File: src/design/ccvm_pkg.sv
package ccvm_pkg;

  localparam int DEF_VOICES       = 16;
  localparam int DEF_CLIPS        = 64;
  localparam int DEF_SAMPLE_WORDS = 65536;

  localparam logic signed [16:0] SAT_HI = 17'sd32767;
  localparam logic signed [16:0] SAT_LO = -17'sd32768;

  typedef enum logic [1:0] {
    FN_SAMPLE = 2'd0,
    FN_CLIP   = 2'd1,
    FN_START  = 2'd2,
    FN_TICK   = 2'd3
  } func_t;

  typedef enum logic {
    KIND_START = 1'b0,
    KIND_TICK  = 1'b1
  } kind_t;

  typedef struct packed {
    logic sample_wr;
    logic clip_wr;
    logic voice_start;
    logic clr_mix;
    logic vrd;
    logic crd_v;
    logic follow;
    logic end_v;
    logic srd;
    logic add;
    logic cstart;
    logic crd_last;
    logic cmove;
    logic cdrop;
    logic jinc;
    logic ld_tick;
    logic ld_start;
  } ccvm_cmd_t;

  typedef struct packed {
    logic i_lt_cnt;
    logic pos_ge_len;
    logic has_next;
    logic reloaded;
    logic j_lt_cnt;
    logic ended_j;
    logic last_eq_j;
    logic out_free;
  } ccvm_sts_t;

endpackage

File: src/design/ccvm_ctrl.sv
module ccvm_ctrl
  import ccvm_pkg::*;
(
  input  logic      clk,
  input  logic      rst_n,
  input  logic      in_valid,
  input  logic [1:0] in_func,
  output logic      in_stall,
  input  ccvm_sts_t sts,
  output ccvm_cmd_t cmd
);

  typedef enum logic [3:0] {
    ST_IDLE,
    ST_PUT_START,
    ST_VOICE,
    ST_CLIP,
    ST_CHK,
    ST_ADD,
    ST_CMP,
    ST_MOVE,
    ST_PUT_TICK
  } state_t;

  state_t state_r, state_nxt;

  assign in_stall = (state_r != ST_IDLE);

  always_comb begin
    state_nxt = state_r;
    cmd       = '0;
    unique case (state_r)
      ST_IDLE: begin
        if (in_valid) begin
          unique case (func_t'(in_func))
            FN_SAMPLE: cmd.sample_wr = 1'b1;
            FN_CLIP:   cmd.clip_wr = 1'b1;
            FN_START: begin
              cmd.voice_start = 1'b1;
              state_nxt       = ST_PUT_START;
            end
            FN_TICK: begin
              cmd.clr_mix = 1'b1;
              state_nxt   = ST_VOICE;
            end
            default: ;
          endcase
        end
      end
      ST_PUT_START: begin
        if (sts.out_free) begin
          cmd.ld_start = 1'b1;
          state_nxt    = ST_IDLE;
        end
      end
      ST_VOICE: begin
        if (sts.i_lt_cnt) begin
          cmd.vrd   = 1'b1;
          state_nxt = ST_CLIP;
        end else begin
          cmd.cstart = 1'b1;
          state_nxt  = ST_CMP;
        end
      end
      ST_CLIP: begin
        cmd.crd_v = 1'b1;
        state_nxt = ST_CHK;
      end
      ST_CHK: begin
        if (sts.pos_ge_len) begin
          if (sts.reloaded || !sts.has_next) begin
            cmd.end_v = 1'b1;
            state_nxt = ST_VOICE;
          end else begin
            cmd.follow = 1'b1;
          end
        end else begin
          cmd.srd   = 1'b1;
          state_nxt = ST_ADD;
        end
      end
      ST_ADD: begin
        cmd.add   = 1'b1;
        state_nxt = ST_VOICE;
      end
      ST_CMP: begin
        if (!sts.j_lt_cnt) begin
          state_nxt = ST_PUT_TICK;
        end else if (!sts.ended_j) begin
          cmd.jinc = 1'b1;
        end else if (sts.last_eq_j) begin
          cmd.cdrop = 1'b1;
        end else begin
          cmd.crd_last = 1'b1;
          state_nxt    = ST_MOVE;
        end
      end
      ST_MOVE: begin
        cmd.cmove = 1'b1;
        state_nxt = ST_CMP;
      end
      ST_PUT_TICK: begin
        if (sts.out_free) begin
          cmd.ld_tick = 1'b1;
          state_nxt   = ST_IDLE;
        end
      end
      default: state_nxt = ST_IDLE;
    endcase
  end

  always_ff @(posedge clk) begin
    if (!rst_n) begin
      state_r <= ST_IDLE;
    end else begin
      state_r <= state_nxt;
    end
  end

endmodule

File: config.mk
export PLATFORM = sky130hd
export DESIGN_NAME = ccvm_ctrl
export DESIGN_NICKNAME = d
export VERILOG_FILES = /design/src/design/ccvm_pkg.sv /design/src/design/ccvm_ctrl.sv
export SDC_FILE = /design/constraint.sdc
export NUM_CORES = 1
export LEC_CHECK = 0
export ABC_AREA = 1
export ABC_CLOCK_PERIOD_IN_PS = 2160
export BUFFER_PORTS_ARGS = -buffer_cell sky130_fd_sc_hd__buf_2
export CAP_MARGIN = 20
export CORE_AREA = 2 2 39 41
export CTS_CLUSTER_SIZE = 10
export DETAILED_ROUTE_END_ITERATION = 8
export DIE_AREA = 0 0 41 43
export GPL_TIMING_DRIVEN = 1
export PLACE_DENSITY = 0.71
export SLEW_MARGIN = 15
export SYNTH_ARGS = -nofsm -noshare
export SYNTH_HDL_FRONTEND = slang
export SYNTH_SLANG_ARGS = --single-unit
export TNS_END_PERCENT = 10
File: constraint.sdc
create_clock -name clk -period 2.16 [get_ports clk]
set_input_delay 0.108 -clock clk [delete_from_list [all_inputs] [get_ports clk]]
set_output_delay 0.108 -clock clk [all_outputs]
set_load 0.01 [all_outputs]
* Yosys cells after proc, flatten, opt, wreduce, memory -nomap -nowiden
Index checks and enable logic that the tools add are counted.
** Word-level totals
- Register bits :: 4
- Input port bits :: 13
- Output and inout bits :: 18
- Logic and storage cells :: 65
** Cells by class
- Equality and inequality tests :: 17
- Mux-type cells :: 40
- Reduce and logical (&&, ||, !) cells :: 7
** Operator list (count)
- 4-bit 2-to-1 mux :: 9
- 4-bit one-hot mux with 8 select lines :: 1
- 1-bit 2-to-1 mux :: 24
- 4-bit by 3-bit equality test with 1-bit output (second input constant) :: 4
- 3-bit inequality test (second input constant) :: 3
- 4-bit by 2-bit equality test with 1-bit output (second input constant) :: 2
- 4-bit one-hot mux with 2 select lines :: 1
- 2-bit 2-to-1 mux :: 3
- 3-bit 2-to-1 mux :: 2
- 6-bit AND reduction :: 1
- 2-bit equality test (second input constant) :: 2
- 4-bit by 1-bit equality test with 1-bit output (second input constant) :: 1
- 4-bit equality test (second input constant) :: 1
- 4-bit logical NOT :: 1
- 4-bit nonzero test :: 1
- 3-bit by 1-bit inequality test with 1-bit output (second input constant) :: 1
- 2-bit by 1-bit equality test with 1-bit output (second input constant) :: 1
- 2-bit logical NOT :: 1
- 2-bit by 1-bit inequality test with 1-bit output (second input constant) :: 1
- 2-bit inequality test (second input constant) :: 1
- 2-bit OR reduction :: 1
- 1-bit logical NOT :: 1
- 1-bit logical OR :: 1

* Longest topological paths before layout
Gate-level depths: netlist (run 1).
- Word-level depth :: 5
- Gate-level depth with buffers :: 10
- Gate-level depth less buffers :: 10

* Worst setup path after synthesis (run 1)
No wires, ideal clock.
- Kind :: flip-flop to flip-flop
- Start :: reg state_r[3]
- End :: reg state_r[2]
- Library setup time :: 0.113 ns
- Arrival :: 1.105 ns
- Required time :: 2.047 ns
- Path slack :: 0.943 ns
- Cell stages (with the launch flop) :: 9
- Path buffers :: 0
- Period minus slack after synthesis :: 1.217 ns
- Path through :: dfxtp_1 -> nor2_2 -> nand2_1 -> nor2_1 -> a21oi_4 -> nand2_4 -> nand2_1 -> nand2_1 -> nor2_1
** Between the ends
- Cells in the longest elaborated chain, start to end :: 4
- Elaborated cells on any way between the ends :: 18
- Classes of those cells :: 14 x eq/ne; 1 x mux; 3 x reduce/logical
** Ends and longest elaborated chain
- from (decl) :: line ccvm_ctrl.sv:25 : state_t state_r, state_nxt;
- from (signal assigned) :: line ccvm_ctrl.sv:116 : state_r <= state_nxt;
- 4-bit equality test / 4-bit by 1-bit equality test with 1-bit output (equally long branches) :: line ccvm_ctrl.sv:32 : unique case (state_r)
- 2-bit OR reduction (no source line)
- 2-bit by 1-bit inequality test with 1-bit output (no source line)
- 6-bit AND reduction (no source line)
Several ways; a longest one is shown, not always the timed one.
A chain may end at the register's enable or synchronous reset.

==> impl_metrics.ini, run 1 <==
[final_layout]
nNetsFinal = 143
largest_reg_flops = 4
diodes = 0
final_cells = 144
final_core_util = 0.497
drive_gt1_frac = 0.344
largest_registers = state_r: 4 flops
final_common_cell = buf_2
mostFrequentLayoutCells = buf_2, nand2_1, nor2_1
design_area_sq_um = 688
largest-register = state_r
syn_to_final_growth_pct = 38.9

[global_routing]
grt_overflow = 0
grt_pass1_wl_mm = 2.04
grt_pass1_vias = 543
track_usage = 0.169
antenna_found_initial = 0
grt_start_max_net_pins = 8

[clock_tree]
ctsHoldBuffers = 0
cts_setup_buffers = 0
ctsHtreeMaxLevel = 1
cts_buffers = 3
cts.sinks = 4
ctsResizeCount = 0
tritoncts = yes
clockBufferDepth = 2
clk_latency_ps = 240
clkTransAtPathRegs_ps = 40
cts-root-buf = clkbuf_4

[timing]
slew_violations = 0
hold_ws_ps = 120
tightestPinTransition_ps = 248
finalSetupViolations = 0
rsz0062_at_grt = false
period_share = 0.695
fmax_mhz = 667
finalHoldViolCount = 0
timing.final.ws_setup_ps = 660
relSlewSlack = 0.833
fin_tns_setup_ps = 0
clock_skew_ps = 5.75
period_needed_ps = 1500

[die]
die_w_um = 41
rows = 14
ios = 31
dieArea_sq_mm = 0.00176
initial_core_util = 0.358
die_h_um = 43
core_area_sq_mm = 0.00138

[placed_design]
dp_cells = 141
placed_area_sq_um = 666
io_buffers = 30
dp_hpwl_mm = 1.12
routabilityCongestion = 0.835
pre_cts_ws_ps = 792

[route]
route.detailed.drc = 0
routed_wl_mm = 1.33
first_pass_iters = 4
viasPerCell = 4.65
ant_nets = 0
wl_per_cell_um = 9.24
via_count = 670
drtIter0Drc = 16

[critical_path]
critPathKind = flop to output port
r2r_cells = 9
required_ps = 2050
arrival_ps = 1390
crit_path_max_fanout = 7
endpoint_kind = output port
critPathLaunchType = flop

[synthesis]
syn_inst = 95
synth_warnings = 0
syn_area_per_cell_sq_um = 5.22
synth_cell_types = 17
syn-cell-area_sq_um = 495
synth-seq-cells = 4
syn_nets = 108
ys_seq_area_frac = 0.162

[pwr]
vdd_drop_max_v = 0.000569
power.total_uw = 685
p_leak_nw = 0.475
pwr_density_cell_mw_per_mm2 = 995

[flow_run]
maxCapViolCount = 0

[outcome]
status = finished, final reports clean

[worst_hold_path]
whs_path_depth = 3
hp-class = primary input to flop
==> metal layers <==
layer | track usage | wire length, um | part of all wire | vias to the layer above
met4 | 0.0533 | 12 | 0.0090 | 0
met2 | 0.284 | 628 | 0.47 | 21
met5 | 0 | 0 | 0 | -
li1 | - | - | - | 364
met1 | 0.176 | 577 | 0.43 | 283
met3 | 0.0733 | 112 | 0.084 | 2
==> power by group <==
group,total (mW),switching (mW),internal [mW]
Clock,0.0959,0.0336,0.0623
Sequential,0.135,0.0360,0.0995
Combinational,0.453,0.294,0.159
==> final cells by class <==
cell class | count | area [sq um]
inverters | 17 | 63.8
repair buffers | 30 | 150
multi-input cells | 74 | 352
clock buffers | 3 | 22.5
fillers | 149 | 696
flip-flops and latches | 4 | 80.1
well taps | 16 | 20.0
==> path summary, 6_finish.rpt <==
path / startpoint / endpoint / slack, ps
setup / recovery: state_r[1]$_SDFFE_PN0P_ / cmd[5] / 660
hold / removal: rst_n / state_r[2]$_SDFFE_PN0P_ / 120
setup reg to reg: state_r[1]$_SDFFE_PN0P_ / state_r[3]$_SDFFE_PN0P_ / 770
hold reg to reg: state_r[3]$_SDFFE_PN0P_ / state_r[3]$_SDFFE_PN0P_ / 580
==> worst max-delay path, stage by stage (launching register included) <==
cell and delay (ps):
dfxtp_1 450, inv_2 100, nor2_2 170, nand3_1 130
nor3_1 150, buf_2 150
==> cells in the mapped netlist <==
cell type | count | area [sq um]
nand2_1 | 27 | 101
nor2_1 | 21 | 78.8
inv_1 | 13 | 48.8
nand3_1 | 6 | 30.0
nor3_1 | 5 | 25.0
dfxtp_1 | 4 | 80.1
inv_2 | 4 | 15.0
nor2_2 | 4 | 25.0
and3_1 | 2 | 12.5
o211ai_1 | 2 | 15.0
a21oi_1 | 1 | 5.00
a21oi_4 | 1 | 16.3
nand2_4 | 1 | 11.3
nand3b_1 | 1 | 7.51
nand4_1 | 1 | 6.26
nor2_4 | 1 | 11.3
nor4_1 | 1 | 6.26
==> cells by family (layout without fill, tap and decap cells) <==
logic type,Yosys count,in the layout,synth area share
AO/OA/AOI/OAI,4,4,0.0732
buffers and inverters,17,50,0.129
flip-flops,4,4,0.162
AND/OR/NAND/NOR,70,70,0.636
Note: power is estimated with default switching activity, not from simulation.
==> inputs of run 2 (changes only) <==
--- a/config.mk
+++ b/config.mk
@@ -6,7 +6,7 @@
 export NUM_CORES = 1
 export LEC_CHECK = 0
 export ABC_AREA = 1
-export ABC_CLOCK_PERIOD_IN_PS = 2160
+export ABC_CLOCK_PERIOD_IN_PS = 1400
 export BUFFER_PORTS_ARGS = -buffer_cell sky130_fd_sc_hd__buf_2
 export CAP_MARGIN = 20
 export CORE_AREA = 2 2 39 41
==> constraint.sdc (replaced) <==
create_clock -name clk -period 1.4 [get_ports clk]
set_input_delay 0.07 -clock clk [delete_from_list [all_inputs] [get_ports clk]]
set_output_delay 0.07 -clock clk [all_outputs]
set_load 0.01 [all_outputs]
==> run 2 against run 1 <==
Non-clock buffer count rose by 1. Cell area rose by 3.8%. Flip-flop and latch count did not move. Register-to-register slack got worse by 630 ps. First-iteration DRC count decreased by 75%. Clock skew decreased by 4.8 ps. Clock power rose by 44%. Core utilization grew 1.9 points. Largest power group unchanged. Via count is 2.1% lower. Power up 60%. Critical endpoint is now cmd[14].
==> impl_metrics.ini, run 2 (synthesis gave the netlist of run 1 again) <==
[final_layout]
final_cells = 145
diodes = 0
drive_gt1_frac = 0.388
fill_cells = 157
nNetsFinal = 144
largest_registers = state_r: 4 flops
largest-register = state_r
syn_to_final_growth_pct = 44.2
final_core_util = 0.516
largest_reg_flops = 4
design_area_sq_um = 714
final_common_cell = buf_2
mostFrequentLayoutCells = buf_2, nand2_1, nor2_1

[die]
initial_core_util = 0.358
core_area_sq_mm = 0.00138
dieArea_sq_mm = 0.00176
die_w_um = 41
ios = 31
rows = 14
die_h_um = 43

[clock_tree]
clockBufferDepth = 2
cts-root-buf = clkbuf_4
ctsHtreeMaxLevel = 1
tritoncts = yes
cts_setup_buffers = 0
cts_buffers = 3
cts.sinks = 4
clk_latency_ps = 230
clkTransAtPathRegs_ps = 40

[pwr]
power.total_mw = 1.10
vdd_drop_max_v = 0.000762
pwr_density_cell_mw_per_mm2 = 1530
p_leak_nw = 0.481

[global_routing]
grt_pass1_wl_mm = 1.88
grt_overflow = 0
grt_pass1_vias = 520
antenna_found_initial = 0
grt_start_max_net_pins = 8
track_usage = 0.152

[timing]
clock_skew_ps = 0.982
tightestPinTransition_ps = 244
fmax_mhz = 760
period_share = 0.940
slew_violations = 0
period_needed_ps = 1320
finalSetupViolations = 0
finalHoldViolCount = 0
rsz0062_at_grt = true
relSlewSlack = 0.836
timing.final.ws_setup_ps = 83.5

[worst_hold_path]
whs_path_depth = 3
min_from = rst_n
hp-class = primary input to flop
hold_end = state_r[0]$_SDFFE_PN0P_

[placed_design]
io_buffers = 30
dp_hpwl_mm = 1.11
placed_area_sq_um = 673
routabilityCongestion = 0.843
dp_cells = 142
pre_cts_ws_ps = 30.6

[route]
ant_nets = 0
wl_per_cell_um = 8.80
routed_wl_mm = 1.28
via_count = 656
route.detailed.drc = 0
viasPerCell = 4.52
drtIter0Drc = 4
first_pass_iters = 2

[critical_path]
reg2reg_to = state_r[3]$_SDFFE_PN0P_
critPathKind = flop to output port
crit_path_max_fanout = 7
r2r_slack_ps = 140
arrival_ps = 1250
endpoint_kind = output port
r2r_cells = 9
critPathLaunchType = flop
reg2reg_from = state_r[1]$_SDFFE_PN0P_
required_ps = 1330

[flow_run]
maxCapViolCount = 0

[outcome]
status = finished, final reports clean
run 2: worst max-delay path by stage:
stage / from / to / slack, ps / cells after the start
detailed placement: state_r[1]$_SDFFE_PN0P_ / state_r[2]$_SDFFE_PN0P_ / 30 / 9
CTS: state_r[0]$_SDFFE_PN0P_ / cmd[14] / 10 / 6
global route: state_r[1]$_SDFFE_PN0P_ / cmd[14] / -8 / 6
finish: state_r[1]$_SDFFE_PN0P_ / cmd[14] / 80 / 6
global placement: state_r[1]$_SDFFE_PN0P_ / state_r[3]$_SDFFE_PN0P_ / 40 / 9
floorplan: state_r[3]$_SDFFE_PN0P_ / state_r[2]$_SDFFE_PN0P_ / 180 / 8
run 2: metrics by stage:
stage	hold slack [ps]	setup TNS (ps)
after floorplan	175	0
after global placement	335	0
after detailed placement	340	0
after CTS	86.9	0
after global routing	98.9	-11.5
final	89.9	0
run 2: critical path, cell delays in order, from the launching register on:
cell and delay, ps:
dfxtp_2 350, nor2_2 160, nand2_1 110, inv_2 80, nand2_1 40, nor3_1 120, buf_2 150
run 2: timing repair:
item | 4_1_cts | 5_1_grt
endpoints found under the setup margin | 2 | 9
hold buffers | 0 | 0
gates resized for setup | 1 | 6
run 2: area by class of cell:
type                            instances  area, sq um  share of cell area
Multi-Input combinational cell         74          367               0.513
Timing Repair Buffer                   31          158               0.221
Sequential cell                         4         83.8               0.117
Inverter                               17         63.8              0.0893
Clock buffer                            3         22.5              0.0315
Tap cell                               16         20.0              0.0280
run 2: routing by layer:
metal  routed length (um)  vias to the layer above  track usage
met4                    0                        0       0.0600
met1                  583                      271        0.190
met3                   73                        0       0.0157
met2                  618                       17        0.250
li1                     -                      368            -
met5                    0                        -            0
run 2: where the power goes:
group / internal (mW) / total, mW / switching (mW)
clock network: 0.0956 / 0.138 / 0.0421
registers: 0.160 / 0.227 / 0.0668
logic: 0.271 / 0.732 / 0.461
==> inputs of run 3 (changes only) <==
--- a/config.mk
+++ b/config.mk
@@ -6,15 +6,15 @@
 export NUM_CORES = 1
 export LEC_CHECK = 0
 export ABC_AREA = 1
-export ABC_CLOCK_PERIOD_IN_PS = 1400
+export ABC_CLOCK_PERIOD_IN_PS = 1200
 export BUFFER_PORTS_ARGS = -buffer_cell sky130_fd_sc_hd__buf_2
 export CAP_MARGIN = 20
-export CORE_AREA = 2 2 39 41
+export CORE_MARGIN = 2
+export CORE_UTILIZATION = 36
 export CTS_CLUSTER_SIZE = 10
 export DETAILED_ROUTE_END_ITERATION = 8
-export DIE_AREA = 0 0 41 43
 export GPL_TIMING_DRIVEN = 1
-export PLACE_DENSITY = 0.71
+export PLACE_DENSITY = 0.72
 export SLEW_MARGIN = 15
 export SYNTH_ARGS = -nofsm -noshare
 export SYNTH_HDL_FRONTEND = slang
==> constraint.sdc (replaced) <==
create_clock -name clk -period 1.2 [get_ports clk]
set_input_delay 0.06 -clock clk [delete_from_list [all_inputs] [get_ports clk]]
set_output_delay 0.06 -clock clk [all_outputs]
set_load 0.01 [all_outputs]
==> run 3 against run 2 <==
Largest cell class unchanged. Worst hold slack got worse by 9.6 ps. Via count increased by 17%. Die area decreased by 4.2%. Power increased by 51%. Largest power group unchanged. Register-to-register slack got worse by 180 ps. Clock skew increased by 4.5 ps. Sequential share of layout area decreased by 1.5 points. Cell count increased by 11%. Cell area increased by 30%. Non-clock buffer count increased by 17. The flow now finishes with violations (negative setup slack). Routed wire length increased by 33%.
==> impl_metrics.ini, run 3 (synthesis gave the netlist of run 1 again) <==
[final_layout]
final_common_cell = buf_2
syn_to_final_growth_pct = 87.9
fill_cells = 106
final_cells = 161
largest_registers = state_r: 4 flops
mostFrequentLayoutCells = buf_2, nand2_1, nor2_1, buf_4, inv_1
final_core_util = 0.715
largest_reg_flops = 4
drive_gt1_frac = 0.568
design_area_sq_um = 931
nNetsFinal = 161
diodes = 0
largest-register = state_r

[timing]
tightestPinTransition_ps = 233
finalSetupViolations = 19
period_share = 1.09
finalHoldViolCount = 0
timing.final.ws_setup_ps = -103
fin_tns_setup_ps = -790
slew_violations = 0
relSlewSlack = 0.843
fmax_mhz = 768
rsz0062_at_grt = true
hold_ws_ps = 80.3
period_needed_ps = 1300
clock_skew_ps = 5.47

[clock_tree]
cts_buffers = 3
cts.sinks = 4
clk_latency_ps = 230
ctsHtreeMaxLevel = 1
clkTransAtPathRegs_ps = 40
cts-root-buf = clkbuf_4
tritoncts = yes
clockBufferDepth = 2
ctsHoldBuffers = 0

[global_routing]
antenna_found_initial = 0
track_usage = 0.216
grt_overflow = 0
grt_pass1_wl_mm = 2.45
grt_start_max_net_pins = 7
grt_pass1_vias = 640

[placed_design]
dp_cells = 153
routabilityCongestion = 0.861
dp_hpwl_mm = 1.27
io_buffers = 30
placed_area_sq_um = 766
pre_cts_ws_ps = -77.6

[die]
dieArea_sq_mm = 0.00169
rows = 13
die_h_um = 41.1
ios = 31
initial_core_util = 0.381
core_area_sq_mm = 0.00130
die_w_um = 41.1

[pwr]
power.total_mw = 1.65
pwr_density_cell_mw_per_mm2 = 1770
vdd_drop_max_v = 0.00112
p_leak_nw = 0.573

[route]
via_count = 766
first_pass_iters = 4
wl_per_cell_um = 10.5
route.detailed.drc = 0
ant_nets = 0
drtIter0Drc = 16
viasPerCell = 4.76
routed_wl_mm = 1.70

[critical_path]
required_ps = 1140
cp_num_buf_inv = 3
critPathKind = flop to output port
path_delay_family = flip-flops
arrival_ps = 1240
crit_slowest_cell = dfxtp_4
endpoint_kind = output port
critPathLaunchType = flop
path_cells = inv_4 > nor2_4 > nand3_2 > buf_6 > nor2_1 > buf_2
critical_path.max_stage_delay_ps = 380
crit_path_max_fanout = 5

[outcome]
status = complete, but fails checks
violations = negative setup slack

[worst_hold_path]
hp-class = primary input to flop

[flow_run]
maxCapViolCount = 0
[run 3: cell types whose count changed in the layout (fill, tap and decap cells not counted), moves of 3 or more]
cell	change
nor2_4	+3
buf_4	+16
nor3_1	-5
nor3_2	+5
dfxtp_2	-3
dfxtp_4	+4
nand2_1	-6
nand2_2	+6
[run 3: worst paths after layout]
kind	startpoint	to	slack [ps]	cells past startpoint
worst max-delay path	state_r[1]$_SDFFE_PN0P_	cmd[3]	-100	6
worst min-delay path	rst_n	state_r[2]$_SDFFE_PN0P_	80	3
worst max register to register	state_r[1]$_SDFFE_PN0P_	state_r[1]$_SDFFE_PN0P_	-40	9
worst min register to register	state_r[0]$_SDFFE_PN0P_	state_r[0]$_SDFFE_PN0P_	610	4
[run 3: timing repair]
action	in CTS	in global routing
endpoints found under the setup margin	20	21
gates resized for setup	21	10
buffers inserted	5	0
gates cloned	0	0
pin swaps	8	7
endpoints found under the hold margin	0	0
[run 3: where the power goes]
part | switching [mW] | internal, mW | total, mW
sequential | 0.0893 | 0.203 | 0.292
clock | 0.0519 | 0.112 | 0.164
combinational | 0.670 | 0.525 | 1.20
[run 3: per-layer routing]
metal / wire length [um] / up-vias / track usage
met5: 0 / - / 0
met4: 25 / 0 / 0.0323
met3: 103 / 4 / 0.0652
met2: 831 / 31 / 0.398
met1: 735 / 331 / 0.244
li1: - / 400 / -
[run 3: layout make-up]
type	instances	area, sq um	share of cell area
multi-input combinational	74	437	0.469
timing repair buffer	48	289	0.310
sequential	4	95.1	0.102
inverter	17	68.8	0.0739
clock buffer	3	22.5	0.0242
tap	15	18.8	0.0202
[run 3: worst min-delay path, delay by kind of cell]
family | cells | cell delay [ps]
and+or+nand+nor | 2 | 90
buffers and inverters | 1 | 120
